### src/rtl/bcd_pkg.sv
package bcd_pkg;

	localparam int SMP_W          = 32;  // raw sample width
	localparam int MEAN_W         = 41;  // mean_value width
	localparam int MEAN_TDATA_W   = 48;  // mean_value padded to bytes
	localparam int FACTOR_W       = 7;   // decim_factor register width
	localparam int KIND_W         = 3;   // sample_kind register width
	localparam int CFG_IDX_W      = 1;
	localparam int CFG_DATA_W     = 7;
	localparam int DEF_MAX_FACTOR = 64;
	localparam int DEF_FRAC_BITS  = 8;

	localparam logic [CFG_IDX_W-1:0] REG_FACTOR = 1'b0;
	localparam logic [CFG_IDX_W-1:0] REG_KIND   = 1'b1;

	localparam logic [FACTOR_W-1:0] FACTOR_RST = 7'd1;

	typedef enum logic [KIND_W-1:0] {
		KIND_U8  = 3'd0,
		KIND_U16 = 3'd1,
		KIND_U32 = 3'd2,
		KIND_I8  = 3'd3,
		KIND_I16 = 3'd4,
		KIND_I32 = 3'd5
	} kind_t;

	typedef enum logic {
		ST_ACC = 1'b0,
		ST_DIV = 1'b1
	} state_t;

	// controller -> datapath
	typedef struct packed {
		logic acc_en;     // take the presented sample
		logic start_div;  // sample closes the group: load the divider
		logic div_step;   // one restoring division step
		logic out_load;   // move quotient into the output register
	} cmd_t;

	// datapath -> controller
	typedef struct packed {
		logic close;      // presented sample completes the group
		logic out_free;   // output register can take a new result
	} sts_t;

endpackage

### src/rtl/boxcar_decimator.sv
// Boxcar decimator: sums runs of decim_factor samples, emits sum*2^FRAC_BITS/N.
// The closing sample starts DIV_STEPS divider steps; the result is then loaded
//   when the output is free (DIV_STEPS = sum width + FRAC_BITS = 47 by default).
// Throughput: one sample per cycle inside a group; the closing sample holds
//   s_tready low while the bit-serial divider runs and until the result is loaded.
// Reset (arst_n, async): decim_factor 1, sample_kind u16, sum/count cleared.
module boxcar_decimator
	import bcd_pkg::*;
#(
	parameter int MAX_FACTOR = DEF_MAX_FACTOR,  // 2..256
	parameter int FRAC_BITS  = DEF_FRAC_BITS    // 0..16
) (
	input  logic                    clk,
	input  logic                    arst_n,
	// config write port: index 0 decim_factor, 1 sample_kind
	input  logic                    cfg_we,
	input  logic [CFG_IDX_W-1:0]    cfg_index,
	input  logic [CFG_DATA_W-1:0]   cfg_data,
	// sample requests
	input  logic                    s_tvalid,
	output logic                    s_tready,
	input  logic [SMP_W-1:0]        s_tdata,   // [31:0] sample
	input  logic                    s_tlast,   // frame_end
	// mean requests
	output logic                    m_tvalid,
	input  logic                    m_tready,
	output logic [MEAN_TDATA_W-1:0] m_tdata,   // [40:0] mean_value, [47:41] zero
	output logic                    m_tlast    // frame_last
);

	// dividend is the group sum magnitude with FRAC_BITS zeros appended;
	// the divider produces one quotient bit per step
	localparam int SUM_W     = SMP_W + $clog2(MAX_FACTOR) + 1;
	localparam int DIV_STEPS = SUM_W + FRAC_BITS;

	cmd_t                     cmd;
	sts_t                     sts;
	logic signed [MEAN_W-1:0] mean_value;

	bcd_ctrl #(
		.DIV_STEPS (DIV_STEPS)
	) u_ctrl (
		.clk      (clk),
		.arst_n   (arst_n),
		.s_tvalid (s_tvalid),
		.s_tready (s_tready),
		.sts      (sts),
		.cmd      (cmd)
	);

	// accumulator, divider and output register live in the datapath;
	// the output register lets a new group accumulate while a mean waits
	bcd_datapath #(
		.MAX_FACTOR (MAX_FACTOR),
		.FRAC_BITS  (FRAC_BITS)
	) u_dp (
		.clk        (clk),
		.arst_n     (arst_n),
		.cfg_we     (cfg_we),
		.cfg_index  (cfg_index),
		.cfg_data   (cfg_data),
		.sample     (s_tdata),
		.frame_end  (s_tlast),
		.cmd        (cmd),
		.sts        (sts),
		.out_valid  (m_tvalid),
		.out_ready  (m_tready),
		.mean_value (mean_value),
		.frame_last (m_tlast)
	);

	assign m_tdata = {{(MEAN_TDATA_W-MEAN_W){1'b0}}, mean_value};

endmodule

### src/rtl/bcd_ctrl.sv
module bcd_ctrl
	import bcd_pkg::*;
#(
	parameter int DIV_STEPS = 47
) (
	input  logic clk,
	input  logic arst_n,
	input  logic s_tvalid,
	output logic s_tready,
	input  sts_t sts,
	output cmd_t cmd
);

	localparam int STEP_W = $clog2(DIV_STEPS + 1);
	localparam logic [STEP_W-1:0] STEP_LAST = STEP_W'(DIV_STEPS);

	state_t           state_q, state_d;
	logic [STEP_W-1:0] step_q, step_d;

	always_ff @(posedge clk or negedge arst_n) begin
		if (!arst_n) begin
			state_q <= ST_ACC;
			step_q  <= '0;
		end else begin
			state_q <= state_d;
			step_q  <= step_d;
		end
	end

	always_comb begin
		state_d  = state_q;
		step_d   = step_q;
		cmd      = '0;
		s_tready = 1'b0;
		unique case (state_q)
			ST_ACC: begin
				s_tready = 1'b1;
				if (s_tvalid) begin
					cmd.acc_en = 1'b1;
					if (sts.close) begin
						cmd.start_div = 1'b1;
						step_d        = '0;
						state_d       = ST_DIV;
					end
				end
			end
			ST_DIV: begin
				if (step_q != STEP_LAST) begin
					cmd.div_step = 1'b1;
					step_d       = step_q + 1'b1;
				end else if (sts.out_free) begin
					cmd.out_load = 1'b1;
					state_d      = ST_ACC;
				end
			end
			default: begin
				state_d = ST_ACC;
			end
		endcase
	end

endmodule

### src/rtl/bcd_datapath.sv
module bcd_datapath
	import bcd_pkg::*;
#(
	parameter int MAX_FACTOR = DEF_MAX_FACTOR,
	parameter int FRAC_BITS  = DEF_FRAC_BITS
) (
	input  logic                    clk,
	input  logic                    arst_n,
	input  logic                    cfg_we,
	input  logic [CFG_IDX_W-1:0]    cfg_index,
	input  logic [CFG_DATA_W-1:0]   cfg_data,
	input  logic [SMP_W-1:0]        sample,
	input  logic                    frame_end,
	input  cmd_t                    cmd,
	output sts_t                    sts,
	output logic                    out_valid,
	input  logic                    out_ready,
	output logic signed [MEAN_W-1:0] mean_value,
	output logic                    frame_last
);

	localparam int CNT_W  = $clog2(MAX_FACTOR + 1);
	localparam int SUM_W  = SMP_W + $clog2(MAX_FACTOR) + 1;
	localparam int DIVD_W = SUM_W + FRAC_BITS;
	localparam int QX_W   = (DIVD_W > MEAN_W) ? DIVD_W : MEAN_W;

	// configuration
	logic [FACTOR_W-1:0] factor_q;
	kind_t               kind_q;

	always_ff @(posedge clk or negedge arst_n) begin
		if (!arst_n) begin
			factor_q <= FACTOR_RST;
			kind_q   <= KIND_U16;
		end else if (cfg_we) begin
			unique case (cfg_index)
				REG_FACTOR: factor_q <= cfg_data[FACTOR_W-1:0];
				REG_KIND:   kind_q   <= kind_t'(cfg_data[KIND_W-1:0]);
				default:    ;
			endcase
		end
	end

	logic [CNT_W-1:0] eff_n;
	always_comb begin
		if (factor_q == '0) begin
			eff_n = CNT_W'(1);
		end else if (32'(factor_q) > 32'(MAX_FACTOR)) begin
			eff_n = CNT_W'(MAX_FACTOR);
		end else begin
			eff_n = CNT_W'(factor_q);
		end
	end

	// sample read, 33 bits so u32 stays positive
	logic signed [SMP_W:0] smp_x;
	always_comb begin
		unique case (kind_q)
			KIND_U8:  smp_x = (SMP_W+1)'(sample[7:0]);
			KIND_U16: smp_x = (SMP_W+1)'(sample[15:0]);
			KIND_I8:  smp_x = (SMP_W+1)'(signed'(sample[7:0]));
			KIND_I16: smp_x = (SMP_W+1)'(signed'(sample[15:0]));
			KIND_I32: smp_x = (SMP_W+1)'(signed'(sample));
			default:  smp_x = (SMP_W+1)'(sample);  // u32 and unused codes
		endcase
	end

	// accumulator
	logic signed [SUM_W-1:0] sum_q, sum_new;
	logic [CNT_W-1:0]        cnt_q;
	logic [CNT_W:0]          cnt_inc;
	logic [SUM_W-1:0]        mag;

	assign sum_new   = sum_q + SUM_W'(smp_x);
	assign cnt_inc   = {1'b0, cnt_q} + 1'b1;
	assign sts.close = cnt_inc >= {1'b0, eff_n};
	assign mag       = sum_new[SUM_W-1] ? SUM_W'(-sum_new) : SUM_W'(sum_new);

	always_ff @(posedge clk or negedge arst_n) begin
		if (!arst_n) begin
			sum_q <= '0;
			cnt_q <= '0;
		end else if (cmd.acc_en) begin
			if (sts.close || frame_end) begin
				sum_q <= '0;
				cnt_q <= '0;
			end else begin
				sum_q <= sum_new;
				cnt_q <= cnt_inc[CNT_W-1:0];
			end
		end
	end

	// restoring divider, one quotient bit per step; dividend shifts out
	// as quotient shifts in
	logic [DIVD_W-1:0] divd_q;
	logic [CNT_W-1:0]  rem_q, div_n_q;
	logic              neg_q, last_q;
	logic [CNT_W:0]    rem_sh, rem_sub;
	logic              fits;

	assign rem_sh  = {rem_q, divd_q[DIVD_W-1]};
	assign fits    = rem_sh >= {1'b0, div_n_q};
	assign rem_sub = rem_sh - {1'b0, div_n_q};

	always_ff @(posedge clk) begin
		if (cmd.start_div) begin
			divd_q  <= DIVD_W'(mag) << FRAC_BITS;
			rem_q   <= '0;
			div_n_q <= eff_n;
			neg_q   <= sum_new[SUM_W-1];
			last_q  <= frame_end;
		end else if (cmd.div_step) begin
			divd_q <= {divd_q[DIVD_W-2:0], fits};
			rem_q  <= fits ? rem_sub[CNT_W-1:0] : rem_sh[CNT_W-1:0];
		end
	end

	// output register
	logic [QX_W-1:0] q_ext, q_sgn;
	assign q_ext = QX_W'(divd_q);
	assign q_sgn = neg_q ? -q_ext : q_ext;

	logic              out_valid_q;
	logic [MEAN_W-1:0] mean_q;
	logic              flast_q;

	assign sts.out_free = !out_valid_q || out_ready;

	always_ff @(posedge clk or negedge arst_n) begin
		if (!arst_n) begin
			out_valid_q <= 1'b0;
		end else if (cmd.out_load) begin
			out_valid_q <= 1'b1;
		end else if (out_ready) begin
			out_valid_q <= 1'b0;
		end
	end

	always_ff @(posedge clk) begin
		if (cmd.out_load) begin
			mean_q  <= q_sgn[MEAN_W-1:0];
			flast_q <= last_q;
		end
	end

	assign out_valid  = out_valid_q;
	assign mean_value = signed'(mean_q);
	assign frame_last = flast_q;

endmodule
### config.mk
export PLATFORM = sky130hd
export DESIGN_NAME = boxcar_decimator
export DESIGN_NICKNAME = d
export VERILOG_FILES = /design/src/rtl/bcd_pkg.sv /design/src/rtl/boxcar_decimator.sv /design/src/rtl/bcd_ctrl.sv /design/src/rtl/bcd_datapath.sv
export SDC_FILE = /design/constraint.sdc
export NUM_CORES = 1
export LEC_CHECK = 0
export ABC_AREA = 1
export BUFFER_PORTS_ARGS = -buffer_cell sky130_fd_sc_hd__buf_2
export CORE_UTILIZATION = 30
export CTS_CLUSTER_DIAMETER = 40
export DETAILED_ROUTE_END_ITERATION = 6
export SLEW_MARGIN = 10
export SYNTH_ARGS = -nofsm -noshare
export SYNTH_HDL_FRONTEND = slang
export SYNTH_SLANG_ARGS = --single-unit
### constraint.sdc
create_clock -name clk -period 12.8 [get_ports clk]
set_input_delay 2.56 -clock clk [delete_from_list [all_inputs] [get_ports clk]]
set_output_delay 2.56 -clock clk [all_outputs]
set_load 0.01 [all_outputs]
# Word-level counts from Yosys, hierarchy flattened
# Index checks and enable logic that the tools add are counted.
word_totals:
  wordCells: 72
  regBits: 169
classes:
  bitwise: 2
  n_eq_ne: 8
  n_reduce_logical: 10
  magnitude_cmp: 3
  add_sub_neg: 6
  muxes: 28
op_table:
  columns: ["op", "n"]
  rows:
  - ["$pmux 33 s5", 1]
  - ["$mux 47", 2]
  - ["$mux 39", 2]
  - ["$mux 41", 1]
  - ["$neg 41->41", 1]
  - ["$add 39x33->39", 1]
  - ["$neg 39->39", 1]
  - ["$mux 7", 4]
  - ["$mux 6", 3]
  - ["$ge 8x7->1", 2]
  - ["$pmux 6 s2", 1]
  - ["$mux 1", 10]
  - ["$add 7x1->8 const B", 1]
  - ["$gt 7x7->1 const B", 1]
  - ["$logic_not 7->1", 1]
  - ["$sub 7x7->7", 1]
  - ["$add 6x1->6 const B", 1]
  - ["$eq 3x3->1 const B", 2]
  - ["$mux 2", 3]
  - ["$ne 6x6->1 const B", 1]
  - ["$ne 2x2->1 const B", 2]
  - ["$reduce_and 2->1", 2]
  - ["$reduce_bool 2->1", 2]
  - ["$eq 3x1->1 const B", 1]
  - ["8 further kinds", 10]

# Depth between registers and ports, before layout
depth:
  depth_word: 8
  ltp_mapped: 27
  mapped_depth_nobuf: 26

# By module
# A second synthesis with hierarchy kept.
hier_totals:
  hier_cells: 1800
  area_unflattened_um2: 12582.1
modules_own_cells:
  columns: ["module", "cells_per_inst", "area_each_um2", "seq_area_each_um2", "n_inst"]
  rows:
  - ["bcd_datapath", 1730, 12075.3, 4431.8, 1]
  - ["bcd_ctrl", 62, 450.4, 175.2, 1]
  - ["boxcar_decimator", 8, 56.3, 0.0, 1]

# Worst setup path before layout
# OpenSTA, ideal clock, no wires.
synth_path:
  path_kind: "input-to-reg"
  startpoint: "input port m_tready"
  endpoint: "register u_dp.flast_q, in the netlist u_dp.frame_last (enable)"
  arrival_time_ps: 5490
  t_required_ps: 12307
  cell_stages: 2
  slack_ps: 6817
  cell_sequence: "nor2_1 -> nor3_1"
synth_rtl:
  columns: ["element", "line_no", "source"]
  rows:
  - ["start: declaration", "boxcar_decimator.sv:26", "input logic m_tready,"]
  - ["end signal: assignment", "bcd_datapath.sv:143", "flast_q <= last_q;"]
  - ["end: declaration", "bcd_datapath.sv:126", "logic flast_q;"]

# Final worst setup path
layout_path:
  startpoint: "input port s_tdata[7]"
  endpoint: "register u_dp.divd_q[24] (data pin)"
layout_between:
  elab_chain_len: 5
layout_rtl:
  columns: ["element", "line_no", "source"]
  rows:
  - ["start: declaration", "boxcar_decimator.sv:22", "input logic [SMP_W-1:0] s_tdata,"]
  - ["$pmux 33 s5 (*)", "bcd_datapath.sv:58", "unique case (kind_q)"]
  - ["$add 39x33->39 (*)", "bcd_datapath.sv:74", "assign sum_new = sum_q + SUM_W'(smp_x);"]
  - ["$neg 39->39", "bcd_datapath.sv:77", "assign mag = sum_new[SUM_W-1] ? SUM_W'(-sum_new) : SUM_W'(sum_new);"]
  - ["$mux 39 (*)", "bcd_datapath.sv:77", null]
  - ["$mux 47 (*)", "bcd_datapath.sv:107", "if (cmd.start_div) begin"]
  - ["end signal: assignment", "bcd_datapath.sv:108", "divd_q <= DIVD_W'(mag) << FRAC_BITS;"]
  - ["end signal: assignment", "bcd_datapath.sv:114", "divd_q <= {divd_q[DIVD_W-2:0], fits};"]
  - ["end: declaration", "bcd_datapath.sv:96", "logic [DIVD_W-1:0] divd_q;"]
# Every way passes the cells marked *; elsewhere a longest branch is shown, timed or not.
# A chain may end at the register's enable or synchronous reset.

==> reports/results.ini <==
[logic_synthesis]
synth_flop_cell=edfxtp_1
syn_area_per_cell_sq_um=7.04
synth-adder-area-share_pct=6.51
ys_seq_area_share_pct=37.3
synth_compound_area_share_pct=10.5
async_flop_share_pct=37.9
yosys_warnings=0
synth_enable_flop_cells=90
synth_cells=1753
ys_types=53
synth_top_family_by_area=simple AND/OR/NAND/NOR gates
syn_area_sq_um=12300
synthMuxAreaShare_pct=0.274
synth-seq-cells=169
synthXorXnorAreaFrac_pct=3.92
synthSimpleGateAreaFrac_pct=31.6

[global_routing]
grt_pass1_vias=10700
antenna_found_initial=0
grt.total_usage_pct=17.0
grt_pass1_wl_mm=56.1
overflow=0
grt_max_degree=65

[drt]
wire_per_inst_um=14.6
vias_per_cell=4.73
drt_iter0_drc=764
antenna_left=0
wl_mm=34.6
drtPass1Iterations=6
drc=0
dr_total_vias=11200

[critical_path]
required_ns=12.96
critPathLaunch=s_tdata[7]
r2r_start=u_dp.kind_q[2]
r2r_end=u_dp.divd_q[24]
endpoint_kind=register
cp_max_fo=43
crit_path_end=u_dp.divd_q[24]
r2r_setup_slack_ns=8.23
worst-r2r-cell-count=22
crit_arrival_ns=6.24
setup.worst_path.class=in2reg
crit_path_start_kind=input port

[pwr]
p_leak_nw=6.95
power_mw=3.00
clock_power_share_pct=18.1
switchingPower_mw=1.44
power_frac_comb_pct=50.3
netSwitchingFraction_pct=48.0
seqPwrFrac_pct=31.5
power.density_nw_per_um2=215
p_int_mw=1.56
irDropWorstVdd_mv=0.0927

[sta]
rsz0062_at_grt=no
tns_ns=0
max_slew_margin_pct=26.0
min_period_over_period_pct=47.5
finClkSkew_ns=0.0135
setup_viol=0
worstMarginPinSlew_ns=1.10
max_freq_ghz=0.165
hold_violations=0
finalMaxSlewViolations=0
post-route-min-period_ns=6.07

[status]
status=finished clean

[floorplan]
pin_count=97
start_util_pct=30.7
fp.dieW_um=205
std_cell_rows=73
dieArea_sq_um=42000
die_h_um=205
core_sq_um=40200

[flow_run]
maxCapViolCount=0

[final_layout]
diodes=0
final_nets=1941
ff_latch_area_sq_um=4610
multi_input_area_sq_um=6550
drive_gt1_share_pct=10.5
area_growth_pct=12.9
fillerInstances=4309

[place]
place_congestion=0.932
dp_hpwl_mm=27.4
place.port_buffers=89

[clock_tree]
cts-root-buf=clkbuf_16
clkTransAtPathRegs_ns=0.07
cts.repair.resized=0
cts_setup_buffers=0
cts_tree=built
cts-hold-fix-buffers=0
clkLatencyLatePin_ns=0.45
cts.sinks=169
cts_buffers=17
htree_levels=4
ctsLongestPathBuffers=2

[min_path]
min-delay-path-class=reg2reg

how the worst min path moves through the flow:
stage | startpoint | end | slack, ns | depth (start not counted)
2_1_floorplan | u_dp.last_q | u_dp.frame_last | 0.40 | 0
3_3_place_gp | u_dp.last_q | u_dp.frame_last | 0.41 | 0
3_5_place_dp | u_dp.last_q | u_dp.frame_last | 0.41 | 0
4_1_cts | u_dp.last_q | u_dp.frame_last | 0.43 | 0
5_1_grt | u_dp.last_q | u_dp.frame_last | 0.44 | 0
6_report | u_dp.last_q | u_dp.frame_last | 0.42 | 0
registers in the layout (all words and copies together) (netlist names):
signal           cells
u_dp.divd_q         47
u_dp.mean_value     41
u_dp.sum_q          39
u_dp.cnt_q           7
u_dp.div_n_q         7
u_dp.factor_q        7
u_dp.rem_q           7
u_ctrl.step_q        6
u_dp.kind_q          3
u_ctrl.state_q       1
u_dp.frame_last      1
u_dp.last_q          1
u_dp.neg_q           1
u_dp.out_valid       1
cells in the final DEF (no fill, tap or decap), types with 5 or more instances in the layout:
cell,n
nor2_2,16
buf_2,89
inv_1,260
nor3_1,25
edfxtp_1,90
o21ai_0,110
nor3_2,5
dfrtp_1,62
buf_4,7
nor4_1,6
nand2_1,553
a211oi_1,5
inv_8,5
dfxtp_1,15
nand3b_1,6
a21oi_1,71
inv_2,6
conb_1,7
nand2_2,14
ha_1,61
xnor2_1,6
xor2_1,42
nand4_1,18
o21bai_1,6
clkbuf_16,17
o22ai_1,8
nand3_1,124
nor2_1,135
o21ai_1,19
a31oi_1,5
nand3_2,6
power groups by stage:
stage,sequential (mW),combinational [mW],clock [mW]
5_1_grt,0.968,1.73,0.574
4_1_cts,0.944,1.51,0.554
3_3_place_gp,0.950,1.48,0
6_report,0.945,1.51,0.543
2_1_floorplan,0.906,1.14,0
3_5_place_dp,0.953,1.50,0
cell families (layout without fill, tap and decap cells):
logic type,Yosys count,in the layout
AOI/OAI and AO/OA,237,237
DFF,169,169
muxes,3,3
xor gates and xnor gates,51,51
other,1,7
and+or+nand+nor,918,918
adders and majority gates,63,63
buffers and inverters,311,397
layout make-up:
type	count	area share (%)
sequential	169	33.1
tap	525	4.71
inverter	269	7.24
clock inverter	14	1.33
multi-input combinational	1279	47.0
clock buffer	18	3.08
timing repair buffer	96	3.57
critical path: stages:
cell and delay, ns:
buf_2 0.12, nand3_2 0.14, inv_2 0.06, a31oi_4 0.45
nand2_1 0.14, ha_1 0.38, nand2_1 0.13, inv_1 0.04
nand2_1 0.06, nand3_1 0.09, a21oi_1 0.26, nor2_1 0.07
nor2_1 0.13, nand2_1 0.09, nand2_1 0.08, nand3_2 0.14
xor2_4 0.89, nand2_1 0.16, nor2_1 0.15, o22ai_1 0.09
through the flow:
stage / utilization (%) / worst slack (ns) / area [sq um] / std cells / hold WS (ns)
after floorplan: - / 6.82 / 12400 / 1759 / 0.400
after global placement: 33.2 / 6.36 / 13300 / 2338 / 0.407
after detailed placement: 33.2 / 6.28 / 13300 / 2338 / 0.408
after CTS: 34.7 / 6.76 / 13900 / 2370 / 0.426
after global routing: 34.7 / 6.30 / 13900 / 2370 / 0.442
final: 34.7 / 6.73 / 13900 / 2370 / 0.422
cell usage after synthesis, types with 2 or more instances:
| library cell | number | area share [%] |
|---|---|---|
| ha_1 | 61 | 6.2 |
| xor2_4 | 2 | 0.45 |
| nor3_2 | 4 | 0.32 |
| clkbuf_1 | 25 | 0.76 |
| o21ai_0 | 110 | 4.5 |
| o21ai_1 | 19 | 0.77 |
| buf_4 | 10 | 0.61 |
| and2_1 | 2 | 0.10 |
| o31ai_1 | 2 | 0.12 |
| nor2_1 | 136 | 4.1 |
| xor2_1 | 42 | 3.0 |
| inv_2 | 6 | 0.18 |
| nand2_2 | 13 | 0.66 |
| nand2_1 | 554 | 17 |
| dfstp_2 | 2 | 0.43 |
| o22ai_1 | 8 | 0.41 |
| edfxtp_1 | 90 | 22 |
| a31oi_1 | 5 | 0.25 |
| buf_2 | 4 | 0.16 |
| buf_6 | 2 | 0.18 |
| nor3_1 | 26 | 1.1 |
| mux2_2 | 3 | 0.27 |
| inv_1 | 260 | 7.9 |
| o21bai_1 | 6 | 0.36 |
| nand4_1 | 18 | 0.91 |
| clkinv_1 | 3 | 0.091 |
| nor4_1 | 6 | 0.30 |
| fa_1 | 2 | 0.32 |
| a21oi_1 | 71 | 2.9 |
| a211oi_1 | 5 | 0.30 |
| a21oi_2 | 3 | 0.21 |
| nand3_2 | 6 | 0.49 |
| dfxtp_1 | 15 | 2.4 |
| nor2_2 | 15 | 0.76 |
| nor2_4 | 4 | 0.36 |
| xnor2_1 | 7 | 0.50 |
| nand3b_1 | 6 | 0.36 |
| nand3_1 | 124 | 5.0 |
| dfrtp_1 | 62 | 13 |
routing by layer:
metal | GRT usage (%) | wire [um] | vias up
li1 | - | - | 5792
met1 | 24.3 | 17400 | 5137
met2 | 26.6 | 15200 | 257
met3 | 2.12 | 1420 | 32
met4 | 5.37 | 601 | 0
met5 | 0 | 0 | -
No activity file was read; power rests on OpenSTA's default activity.
